--- src/smm_pkg.sv ---
`default_nettype none
// ----------------------------------------------------------------------------
// Square matrix multiplier package
// Sizes, codes, types and helper functions shared by the multiplier files.
// ----------------------------------------------------------------------------
package smm_pkg;

    localparam int MAX_DIM = 4;
    localparam int WORD_W  = 32;
    localparam int FRAC_W  = 16;
    localparam int SIZE_W  = 3;
    localparam int POS_W   = 2;
    localparam int IDX_W   = ($clog2(MAX_DIM) > POS_W) ? $clog2(MAX_DIM) : POS_W;
    localparam int DEPTH   = MAX_DIM * MAX_DIM;
    localparam int ADDR_W  = $clog2(DEPTH);
    localparam int PROD_W  = 2 * WORD_W;
    localparam int ACC_W   = PROD_W + $clog2(MAX_DIM);

    localparam logic [SIZE_W-1:0] SIZE_RESET = SIZE_W'(MAX_DIM);

    localparam logic [1:0] KIND_LOAD_LEFT  = 2'd0;
    localparam logic [1:0] KIND_LOAD_RIGHT = 2'd1;
    localparam logic [1:0] KIND_COMPUTE    = 2'd2;

    typedef enum logic [2:0] {
        S_IDLE,
        S_ADDR,
        S_MULT,
        S_ACCUM,
        S_EMIT
    } state_t;

    typedef struct packed {
        logic mul_en;
        logic acc_en;
        logic acc_first;
    } mac_ctrl_t;

    typedef struct packed {
        logic             emit;
        logic             last;
        logic [POS_W-1:0] row;
        logic [POS_W-1:0] col;
    } emit_t;

    function automatic logic [IDX_W-1:0] size_last(input logic [SIZE_W-1:0] size);
        logic [IDX_W-1:0] idx;
        if (size == '0)
            idx = '0;
        else if (int'(size) > MAX_DIM)
            idx = IDX_W'(MAX_DIM - 1);
        else
            idx = IDX_W'(size - SIZE_W'(1));
        return idx;
    endfunction

    function automatic logic [ADDR_W-1:0] mat_addr(input logic [IDX_W-1:0] row,
                                                   input logic [IDX_W-1:0] col);
        return ADDR_W'(row) * ADDR_W'(MAX_DIM) + ADDR_W'(col);
    endfunction

endpackage
`default_nettype wire

--- src/smm_ram.sv ---
`default_nettype none
// ----------------------------------------------------------------------------
// Generic RAM
// One write port and one read port with registered read data.
// ----------------------------------------------------------------------------
module smm_ram #(
    parameter int WIDTH = 32,
    parameter int DEPTH = 16
) (
    input  wire logic                     clk,
    input  wire logic                     wr_en,
    input  wire logic [$clog2(DEPTH)-1:0] wr_addr,
    input  wire logic [WIDTH-1:0]         wr_data,
    input  wire logic                     rd_en,
    input  wire logic [$clog2(DEPTH)-1:0] rd_addr,
    output logic      [WIDTH-1:0]         rd_data
);

    logic [WIDTH-1:0] mem_reg [DEPTH];

    always_ff @(posedge clk)
    begin
        if (wr_en)
        begin
            mem_reg[wr_addr] <= wr_data;
        end
        if (rd_en)
        begin
            rd_data <= mem_reg[rd_addr];
        end
    end

endmodule
`default_nettype wire

--- src/smm_mac.sv ---
`default_nettype none
// ----------------------------------------------------------------------------
// Multiply-accumulate unit
// Shared signed multiplier and wide accumulator with Q16.16 saturation.
// ----------------------------------------------------------------------------
module smm_mac (
    input  wire logic                       clk,
    input  wire smm_pkg::mac_ctrl_t         ctrl,
    input  wire logic [smm_pkg::WORD_W-1:0] a,
    input  wire logic [smm_pkg::WORD_W-1:0] b,
    output logic      [smm_pkg::WORD_W-1:0] result,
    output logic                            sat
);

    localparam int TOP_LO = smm_pkg::FRAC_W + smm_pkg::WORD_W - 1;

    logic signed [smm_pkg::PROD_W-1:0] prod_reg;
    logic signed [smm_pkg::ACC_W-1:0]  acc_reg;
    logic signed [smm_pkg::ACC_W-1:0]  acc_base;
    logic [smm_pkg::ACC_W-1:TOP_LO]    acc_top;
    logic                              pos_ovf;
    logic                              neg_ovf;

    assign acc_base = ctrl.acc_first ? '0 : acc_reg;

    always_ff @(posedge clk)
    begin
        if (ctrl.mul_en)
        begin
            prod_reg <= $signed(a) * $signed(b);
        end
        if (ctrl.acc_en)
        begin
            acc_reg <= acc_base + smm_pkg::ACC_W'(prod_reg);
        end
    end

    assign acc_top = acc_reg[smm_pkg::ACC_W-1:TOP_LO];
    assign pos_ovf = !acc_reg[smm_pkg::ACC_W-1] && (|acc_top);
    assign neg_ovf = acc_reg[smm_pkg::ACC_W-1] && !(&acc_top);

    always_comb
    begin
        sat = pos_ovf || neg_ovf;
        if (pos_ovf)
            result = {1'b0, {(smm_pkg::WORD_W-1){1'b1}}};
        else if (neg_ovf)
            result = {1'b1, {(smm_pkg::WORD_W-1){1'b0}}};
        else
            result = acc_reg[TOP_LO:smm_pkg::FRAC_W];
    end

endmodule
`default_nettype wire

--- src/smm_ctrl.sv ---
`default_nettype none
// ----------------------------------------------------------------------------
// Multiplier sequencer
// Walks rows, columns and the inner index, driving reads and the MAC unit.
// ----------------------------------------------------------------------------
module smm_ctrl (
    input  wire logic                       clk,
    input  wire logic                       rst_n,
    input  wire logic                       start,
    input  wire logic [smm_pkg::SIZE_W-1:0] size,
    input  wire logic                       out_free,
    output logic                            busy,
    output logic                            rd_en,
    output logic      [smm_pkg::ADDR_W-1:0] left_addr,
    output logic      [smm_pkg::ADDR_W-1:0] right_addr,
    output smm_pkg::mac_ctrl_t              mac,
    output smm_pkg::emit_t                  emit
);

    smm_pkg::state_t state_reg;
    smm_pkg::state_t state_next;

    logic [smm_pkg::IDX_W-1:0] row_reg;
    logic [smm_pkg::IDX_W-1:0] col_reg;
    logic [smm_pkg::IDX_W-1:0] inner_reg;
    logic [smm_pkg::IDX_W-1:0] last_reg;
    logic                      inner_done;
    logic                      final_elem;

    assign inner_done = (inner_reg == last_reg);
    assign final_elem = (row_reg == last_reg) && (col_reg == last_reg);

    always_comb
    begin
        state_next = state_reg;
        case (state_reg)
            smm_pkg::S_IDLE:  if (start) state_next = smm_pkg::S_ADDR;
            smm_pkg::S_ADDR:  state_next = smm_pkg::S_MULT;
            smm_pkg::S_MULT:  state_next = smm_pkg::S_ACCUM;
            smm_pkg::S_ACCUM: state_next = inner_done ? smm_pkg::S_EMIT : smm_pkg::S_ADDR;
            smm_pkg::S_EMIT:
            begin
                if (out_free)
                    state_next = final_elem ? smm_pkg::S_IDLE : smm_pkg::S_ADDR;
            end
            default:          state_next = smm_pkg::S_IDLE;
        endcase
    end

    always_comb
    begin
        busy           = (state_reg != smm_pkg::S_IDLE);
        rd_en          = (state_reg == smm_pkg::S_ADDR);
        left_addr      = smm_pkg::mat_addr(row_reg, inner_reg);
        right_addr     = smm_pkg::mat_addr(inner_reg, col_reg);
        mac.mul_en     = (state_reg == smm_pkg::S_MULT);
        mac.acc_en     = (state_reg == smm_pkg::S_ACCUM);
        mac.acc_first  = (inner_reg == '0);
        emit.emit      = (state_reg == smm_pkg::S_EMIT) && out_free;
        emit.last      = final_elem;
        emit.row       = row_reg[smm_pkg::POS_W-1:0];
        emit.col       = col_reg[smm_pkg::POS_W-1:0];
    end

    always_ff @(posedge clk or negedge rst_n)
    begin
        if (!rst_n)
        begin
            state_reg <= smm_pkg::S_IDLE;
            row_reg   <= '0;
            col_reg   <= '0;
            inner_reg <= '0;
            last_reg  <= '0;
        end
        else
        begin
            state_reg <= state_next;
            case (state_reg)
                smm_pkg::S_IDLE:
                begin
                    if (start)
                    begin
                        row_reg   <= '0;
                        col_reg   <= '0;
                        inner_reg <= '0;
                        last_reg  <= smm_pkg::size_last(size);
                    end
                end
                smm_pkg::S_ACCUM:
                begin
                    if (!inner_done)
                        inner_reg <= inner_reg + smm_pkg::IDX_W'(1);
                end
                smm_pkg::S_EMIT:
                begin
                    if (out_free && !final_elem)
                    begin
                        inner_reg <= '0;
                        if (col_reg == last_reg)
                        begin
                            col_reg <= '0;
                            row_reg <= row_reg + smm_pkg::IDX_W'(1);
                        end
                        else
                        begin
                            col_reg <= col_reg + smm_pkg::IDX_W'(1);
                        end
                    end
                end
                default:
                begin
                end
            endcase
        end
    end

endmodule
`default_nettype wire

--- src/square_matrix_multiply.sv ---
`default_nettype none
// ----------------------------------------------------------------------------
// Square matrix multiplier
// Loads two square Q16.16 matrices and streams their saturated product.
// ----------------------------------------------------------------------------
// The input channel carries one word per item. A load word writes one element
// of the left or right matrix and leaves the input free for the next word. A
// compute word streams the n by n product in row-major order on the output
// channel, with last set on the final element, and stalls the input until the
// final element is handed to the output register. Per element, the shared
// multiplier and accumulator do read, multiply and accumulate per inner step,
// then hand the element to the output register. A stall on the output holds
// the current element in the output register; the sequencer waits with the
// next element until the word is taken, and the next word may be accepted
// while the final element still waits. The user must write the configured
// size only while idle; the block does not enforce this. Reset returns the
// size to the maximum and empties the output register; the matrix memories
// are not cleared and must be loaded before they are used.
// ----------------------------------------------------------------------------
module square_matrix_multiply (
    input  wire logic                       clk,
    input  wire logic                       rst_n,
    input  wire logic                       cfg_wr_en,
    input  wire logic [smm_pkg::SIZE_W-1:0] cfg_wr_data,
    input  wire logic                       in_valid,
    output logic                            in_stall,
    input  wire logic [1:0]                 kind,
    input  wire logic [smm_pkg::POS_W-1:0]  row_index,
    input  wire logic [smm_pkg::POS_W-1:0]  col_index,
    input  wire logic [smm_pkg::WORD_W-1:0] element_value,
    output logic                            out_valid,
    input  wire logic                       out_stall,
    output logic      [smm_pkg::POS_W-1:0]  out_row,
    output logic      [smm_pkg::POS_W-1:0]  out_col,
    output logic      [smm_pkg::WORD_W-1:0] product_value,
    output logic                            saturated,
    output logic                            last
);

    logic [smm_pkg::SIZE_W-1:0] size_reg;
    logic                       in_accept;
    logic                       load_ok;
    logic                       wr_left;
    logic                       wr_right;
    logic [smm_pkg::ADDR_W-1:0] wr_addr;
    logic                       start;
    logic                       out_free;
    logic                       busy;
    logic                       rd_en;
    logic [smm_pkg::ADDR_W-1:0] left_addr;
    logic [smm_pkg::ADDR_W-1:0] right_addr;
    logic [smm_pkg::WORD_W-1:0] left_data;
    logic [smm_pkg::WORD_W-1:0] right_data;
    logic [smm_pkg::WORD_W-1:0] mac_result;
    logic                       mac_sat;
    smm_pkg::mac_ctrl_t         mac;
    smm_pkg::emit_t             emit;

    logic                       out_valid_reg;
    logic [smm_pkg::POS_W-1:0]  out_row_reg;
    logic [smm_pkg::POS_W-1:0]  out_col_reg;
    logic [smm_pkg::WORD_W-1:0] product_reg;
    logic                       sat_reg;
    logic                       last_reg;

    assign in_stall  = busy;
    assign in_accept = in_valid && !busy;
    assign load_ok   = (int'(row_index) < smm_pkg::MAX_DIM)
                    && (int'(col_index) < smm_pkg::MAX_DIM);
    assign wr_left   = in_accept && (kind == smm_pkg::KIND_LOAD_LEFT) && load_ok;
    assign wr_right  = in_accept && (kind == smm_pkg::KIND_LOAD_RIGHT) && load_ok;
    assign wr_addr   = smm_pkg::mat_addr(smm_pkg::IDX_W'(row_index),
                                         smm_pkg::IDX_W'(col_index));
    assign start     = in_accept && (kind == smm_pkg::KIND_COMPUTE);
    assign out_free  = !out_valid_reg || !out_stall;

    always_ff @(posedge clk or negedge rst_n)
    begin
        if (!rst_n)
        begin
            size_reg <= smm_pkg::SIZE_RESET;
        end
        else if (cfg_wr_en)
        begin
            size_reg <= cfg_wr_data;
        end
    end

    smm_ram #(
        .WIDTH (smm_pkg::WORD_W),
        .DEPTH (smm_pkg::DEPTH)
    ) u_left_ram (
        .clk     (clk),
        .wr_en   (wr_left),
        .wr_addr (wr_addr),
        .wr_data (element_value),
        .rd_en   (rd_en),
        .rd_addr (left_addr),
        .rd_data (left_data)
    );

    smm_ram #(
        .WIDTH (smm_pkg::WORD_W),
        .DEPTH (smm_pkg::DEPTH)
    ) u_right_ram (
        .clk     (clk),
        .wr_en   (wr_right),
        .wr_addr (wr_addr),
        .wr_data (element_value),
        .rd_en   (rd_en),
        .rd_addr (right_addr),
        .rd_data (right_data)
    );

    smm_ctrl u_ctrl (
        .clk        (clk),
        .rst_n      (rst_n),
        .start      (start),
        .size       (size_reg),
        .out_free   (out_free),
        .busy       (busy),
        .rd_en      (rd_en),
        .left_addr  (left_addr),
        .right_addr (right_addr),
        .mac        (mac),
        .emit       (emit)
    );

    smm_mac u_mac (
        .clk    (clk),
        .ctrl   (mac),
        .a      (left_data),
        .b      (right_data),
        .result (mac_result),
        .sat    (mac_sat)
    );

    always_ff @(posedge clk or negedge rst_n)
    begin
        if (!rst_n)
        begin
            out_valid_reg <= 1'b0;
        end
        else if (emit.emit)
        begin
            out_valid_reg <= 1'b1;
        end
        else if (!out_stall)
        begin
            out_valid_reg <= 1'b0;
        end
    end

    always_ff @(posedge clk)
    begin
        if (emit.emit)
        begin
            out_row_reg <= emit.row;
            out_col_reg <= emit.col;
            product_reg <= mac_result;
            sat_reg     <= mac_sat;
            last_reg    <= emit.last;
        end
    end

    assign out_valid     = out_valid_reg;
    assign out_row       = out_row_reg;
    assign out_col       = out_col_reg;
    assign product_value = product_reg;
    assign saturated     = sat_reg;
    assign last          = last_reg;

endmodule
`default_nettype wire

--- config.mk ---
export PLATFORM = sky130hd
export DESIGN_NAME = square_matrix_multiply
export DESIGN_NICKNAME = d
export VERILOG_FILES = /design/src/smm_pkg.sv /design/src/smm_ram.sv /design/src/smm_mac.sv /design/src/smm_ctrl.sv /design/src/square_matrix_multiply.sv
export SDC_FILE = /design/constraint.sdc
export NUM_CORES = 2
export LEC_CHECK = 0
export BUFFER_PORTS_ARGS = -buffer_cell sky130_fd_sc_hd__buf_2
export CORE_MARGIN = 2
export CORE_UTILIZATION = 45
export CTS_CLUSTER_SIZE = 20
export DETAILED_ROUTE_END_ITERATION = 10
export PLACE_DENSITY = 0.65
export SYNTH_ARGS = -nofsm -noshare
export SYNTH_HDL_FRONTEND = slang
export SYNTH_SLANG_ARGS = --single-unit
--- constraint.sdc ---
create_clock -name clk -period 9.4 [get_ports clk]
set_clock_uncertainty 0.2 [all_clocks]
set_input_delay 0.94 -clock clk [delete_from_list [all_inputs] [get_ports clk]]
set_output_delay 0.94 -clock clk [all_outputs]
set_load 0.02 [all_outputs]
# Word-level counts from Yosys, hierarchy flattened

Memory sizes are Yosys's and may differ from the RTL's. A register that Yosys moved wholly into a read port is not among the register bits.
Index checks and enable logic that the tools add are counted.

Flip-flop bits (word level): 183
Bits in writable memories: 1,024
Input bits: 46
Output and inout bits: 40
Word-level logic and storage cells: 97
Memories kept: 2

Memories:

| memory              | depth | bits a word | rd ports | clocked after memory_dff | wr ports | RTL line      | RTL |
|---|---|---|---|---|---|---|---|
| u_left_ram.mem_reg  | 16    | 32          | 1        | 1                        | 1        | smm_ram.sv:19 | `logic [WIDTH-1:0] mem_reg [DEPTH];` |
| u_right_ram.mem_reg | 16    | 32          | 1        | 1                        | 1        | smm_ram.sv:19 |  |

Add/subtract/negate cells: 8
$mul: 1
$lt $le $gt $ge: 1
Equal/unequal tests: 15
Muxes and demuxes: 25
Reductions and logical operators: 31

Operators by type and width:

| cell                  | number |
|---|---|
| $add A66 B64 Y66      | 1 |
| $mux W66              | 1 |
| $mul A32 B32 Y64      | 1 |
| $mux W32              | 1 |
| $reduce_and A19 Y1    | 1 |
| $reduce_or A19 Y1     | 1 |
| $mux W2               | 9 |
| $pmux W3 S5           | 1 |
| $add A4 B2 Y4         | 3 |
| $logic_and A1 B1 Y1   | 9 |
| $mux W3               | 3 |
| $pmux W2 S2           | 2 |
| $reduce_and A4 Y1     | 2 |
| $mux W1               | 7 |
| $add A2 B1 Y2 const B | 3 |
| $eq A2 B2 Y1          | 3 |
| $eq A3 B2 Y1 const B  | 2 |
| $logic_not A1 Y1      | 6 |
| $logic_not A3 Y1      | 2 |
| $ne A2 B1 Y1 const B  | 3 |
| $ne A2 B2 Y1 const B  | 3 |
| $pmux W2 S3           | 1 |
| $reduce_bool A3 Y1    | 2 |
| $logic_not A2 Y1      | 2 |
| other kinds (10)      | 12 |

# Logic depth before layout (Yosys ltp)

Depth after elaboration: 6
Gate-level depth with buffers: 29
Mapped depth without buffers: 28

# Hierarchy

Synthesis repeated with hierarchy kept, for this count alone.

Cells, all modules: 6,552
Area total of the unflattened synthesis: 87,048.5 µm²

Modules (own cells, without submodules):

| module                 | instances | cells each | area an instance (µm²) |
|---|---|---|---|
| smm_mac                | 1         | 4,743      | 44,634.1 |
| smm_ram (u_right_ram)  | 1         | 838        | 20,174.3 |
| smm_ram (u_left_ram)   | 1         | 838        | 20,155.6 |
| square_matrix_multiply | 1         | 50         | 1,327.5 |
| smm_ctrl               | 1         | 83         | 757.0 |

# Worst setup path after synthesis

OpenSTA, ideal clock, no wires.

Path type: register to register
From: register u_left_ram.rd_data[31] (read register of u_left_ram.mem_reg)
To: register u_mac.prod_reg[61] (netlist bit), data pin
Setup time: 0.258 ns
Data arrival time: 7.377 ns
Required time: 8.942 ns
Path slack: 1.565 ns
Stages on the path, launching flop included: 27
Clock period less this slack: 7.835 ns
Cells stage by stage: edfxtp_1 > clkbuf_1 > nand2_1 > inv_1 > fa_1 > fa_1 > fa_1 > fa_1 > inv_1 > fa_1 > inv_1 > fa_1 > fa_1 > inv_1 > fa_1 > inv_1 > ha_1 > clkbuf_1 > a21oi_1 > o21ai_0 > a21oi_1 > nor2_1 > a21oi_1 > o31ai_1 > a221o_1 > a21oi_1 > xnor2_1

Cells in the longest elaborated chain, start to end: 1

RTL lines:

| item                   | RTL line      | RTL |
|---|---|---|
| start: declaration     | smm_ram.sv:16 | `output logic [WIDTH-1:0] rd_data` |
| $mul A32 B32 Y64       | smm_mac.sv:30 | `prod_reg <= $signed(a) * $signed(b);` |
| end signal: assignment | smm_mac.sv:30 |  |
| end: declaration       | smm_mac.sv:17 | `logic signed [smm_pkg::PROD_W-1:0] prod_reg;` |

Every way passes these cells.
A chain may end at the register's enable or synchronous reset.

# Worst setup path after layout

From: register u_right_ram.rd_data[13] (read register of u_right_ram.mem_reg)
To: register u_mac.prod_reg[63] (netlist bit), data pin

Cells in the longest elaborated chain, start to end: 1

RTL lines:

| item               | RTL line |
|---|---|
| start: declaration | smm_ram.sv:16 |
| $mul A32 B32 Y64   | smm_mac.sv:30 |

Every way passes these cells.

==> results.md <==
* Die width at 442.8 um
* Final Cycle Share at 96.17%
* H-tree depth at 4
* GPL Wtd Cong at 0.9139
* CTS sink count at 1271
* Post-synthesis instance total at 6338
* Final nets at 7769
* Register area share after synthesis at 43.97%
* Syn Area/Cell at 13.67 um2
* Outcome: completed
* Most numerous cell in the Yosys netlist: edfxtp_1
* Final Hold Fails at 0
* Layout area overhead at 9.445%
* Overflow after GRT at 0
* Clock buffer count from CTS at 136
* Yosys top cell by area: edfxtp_1
* Die Ht at 442.8 um
* DR WL/cell at 22.38 um
* F_max at 110.6 MHz
* Mapped Area at 0.08664 mm2
* Residual DRC at 0
* Drt total wl at 201.9 mm
* # setup viols final at 0
* IO Port Bufs at 85
* Worst Setup End Kind: flop
* Met3 Track Usage GR at 4.547%
* Post-synth ARST share at 1.180%
* Area contributors post-synth: edfxtp_1 (44%), fa_1 (25%), mux4_2 (8.3%)
* Placeable Area at 0.1920 mm2
* First DRT Iteration DRCs at 3961
* Via Count at 48.79k
* Clock-pin slew on the worst setup and hold paths at 60 ps
* Family with the most delay on the worst path: adder cells
* Maxcap violations at 0
* CP Data Arrival Time at 9350 ps
* Largest net degree at the start of global routing at 99
* # rows at 161
* Grt met1 use at 28.79%
* Startpoint Class: flop
* Top_reg_cell synth: edfxtp_1
* Syn_nets at 7718
* Initial antenna violation count at 13
* RSZ-0062 raised after global routing: false
* Worst skew pair latency at 800 ps
* Final Slew Violations at 0
* Share of layout cells above drive strength 1 at 12.15%
* Final setup TNS at 0 ps
* Worst hold path type: input pin to flop
* Largest fanout on the critical path at 32
* Cell Chain, Critical Path: and2_1 -> fa_1 -> fa_1 -> inv_1 -> fa_1 -> fa_1 -> inv_1 -> fa_1 -> fa_1 -> fa_1 -> fa_1 -> ha_1 -> and2_1 -> nand3_1 -> nor4_1 -> o2111ai_1 -> a21oi_1 -> o21ai_1 -> o31ai_1 -> o21ai_0 -> o21ai_0 -> xnor2_1
* Starting Density at 45.13%
* Critical path's largest stage delay at 1110 ps
* Post-cts resize count at 0
* GR Layer Usage met2 at 34.48%
* WP data required at 9710 ps
* Vias in the first global route at 52.73k
* Slew @ Worst Pin at 1183 ps
* Post-synth EDFFs at 1256
* Drt pass-1 iters at 5
* Synth Warn # at 0
* Die area at 0.1961 mm2
* First-pass GRT wire length at 314.9 mm
* Global route hottest layer: met2
* CTS max path bufs at 3
* Critical-path top delay cell: edfxtp_1
* Synth unique cells at 75
* Kind of critical path: flop to flop
* Root Buffer: clkbuf_16
* Relative slew margins at 21.13%
* Via density at 5.409
* TritonCTS clock tree: built
* Crit path top cell by count: fa_1
* I/O pin count at 86
* Post-layout min period at 9040 ps
* DRT antenna net count at 0
* Register bit count reported by yosys at 1271
* HPWL after detailed placement at 141.3 mm
* Gr usage total at 20.95%
* CP bufs+invs at 2
* Synth top cells by count: edfxtp_1 (1256), fa_1 (1083), inv_1 (1031)
* Antenna cell count at 0
* Area fraction of the dominant cell type after synthesis at 43.53%
-- cells by family (layout without fill, tap and decap cells) --
logic type	count (synthesis)	count (layout)	synth area share (%)
xor gates and xnor gates	141	141	1.425
buffers and inverters	1342	1498	5.819
muxes	323	323	8.353
and+or+nand+nor	1504	1504	8.620
DFF	1271	1271	43.97
AOI/OAI and AO/OA	422	422	3.154
adders and majority gates	1335	1335	28.66
-- per-stage QoR --
| step | instances | setup slack [ps] | utilization, % | hold slack [ps] | cell area (um2) |
|---|---|---|---|---|---|
| 2_1_floorplan | 6338 | 1565 | - | 223.1 | 86640 |
| 3_3_place_gp | 8769 | 547.0 | 47.05 | 305.4 | 90320 |
| 3_5_place_dp | 8769 | 505.5 | 47.05 | 311.1 | 90320 |
| 4_1_cts | 9013 | 488.1 | 49.34 | 116.4 | 94710 |
| 5_1_grt | 9020 | 0.4423 | 49.39 | 148.3 | 94820 |
| 6_report | 9020 | 360.3 | 49.39 | 176.4 | 94820 |
-- area by class of cell --
type / instances / area, um2
clock inverter: 75 / 825.8
timing repair buffer: 222 / 1524
multi-input combinational: 3725 / 43770
tap: 2526 / 3161
fill: 16170 / 97150
inverter: 1033 / 3877
clock buffer: 168 / 3555
sequential: 1271 / 38110
-- worst reg2reg max path: stages, from the launching register on --
cell and delay, ps:
edfxtp_1 1110, and2_1 260, fa_1 430, fa_1 500, inv_1 70, fa_1 520
fa_1 510, inv_1 50, fa_1 550, fa_1 430, fa_1 510, fa_1 410
ha_1 440, and2_1 220, nand3_1 150, nor4_1 300, o2111ai_1 250, a21oi_1 370
o21ai_1 250, o31ai_1 670, o21ai_0 190, o21ai_0 260, xnor2_1 100
-- routing by layer --
layer,share of wire (%),vias to the layer above
li1,-,21200
met1,43,25560
met2,48,1740
met3,7.2,281
met4,1.8,6
met5,0.019,-
-- repair_timing --
action | in CTS | in global routing
endpoints found under the setup margin | 0 | 3
setup buffers | 0 | 7
hold buffers | 1 | 0
hold endpoints to repair | 14 | 0
-- worst paths after layout --
| path | cells after the start | slack [ps] | to | from |
|---|---|---|---|---|
| worst max-delay path | 22 | 360 | u_mac.prod_reg[63]$_DFFE_PP_ | u_right_ram.rd_data[13]$_DFFE_PP_ |
| worst min-delay path | 2 | 180 | size_reg[2]$_DFFE_PN1P_ | cfg_wr_en |
| worst max register to register | 22 | 360 | u_mac.prod_reg[63]$_DFFE_PP_ | u_right_ram.rd_data[13]$_DFFE_PP_ |
| worst min register to register | 2 | 310 | size_reg[2]$_DFFE_PN1P_ | size_reg[2]$_DFFE_PN1P_ |
| max in group asynchronous | 2 | 8290 | size_reg[2]$_DFFE_PN1P_ | rst_n |
| min in group asynchronous | 2 | 410 | u_ctrl.last_reg[0]$_DFFE_PN0P_ | rst_n |
-- layout by cell type, fill, tap and decap left out, types with 30 or more instances in the layout --
cell       synthesis  routed
clkbuf_1         268      30
mux4_2           320     320
edfxtp_1        1256    1256
a21oi_1          133     132
clkbuf_16          0     137
inv_1           1031    1031
nand3_1           40      40
a21o_1            61      61
xor2_1            45      45
and2_1           507     507
fa_1            1083    1083
nor2_1           119      95
xnor2_1           96      96
buf_4              0     129
o21ai_0           75      75
nor2b_1           79      79
nand2_1          639     639
buf_2              3      85
ha_1             251     250
Power is left out: the tool's default activity adds up to more than one toggle a clock period on the data nets, which glitch-free logic cannot reach.
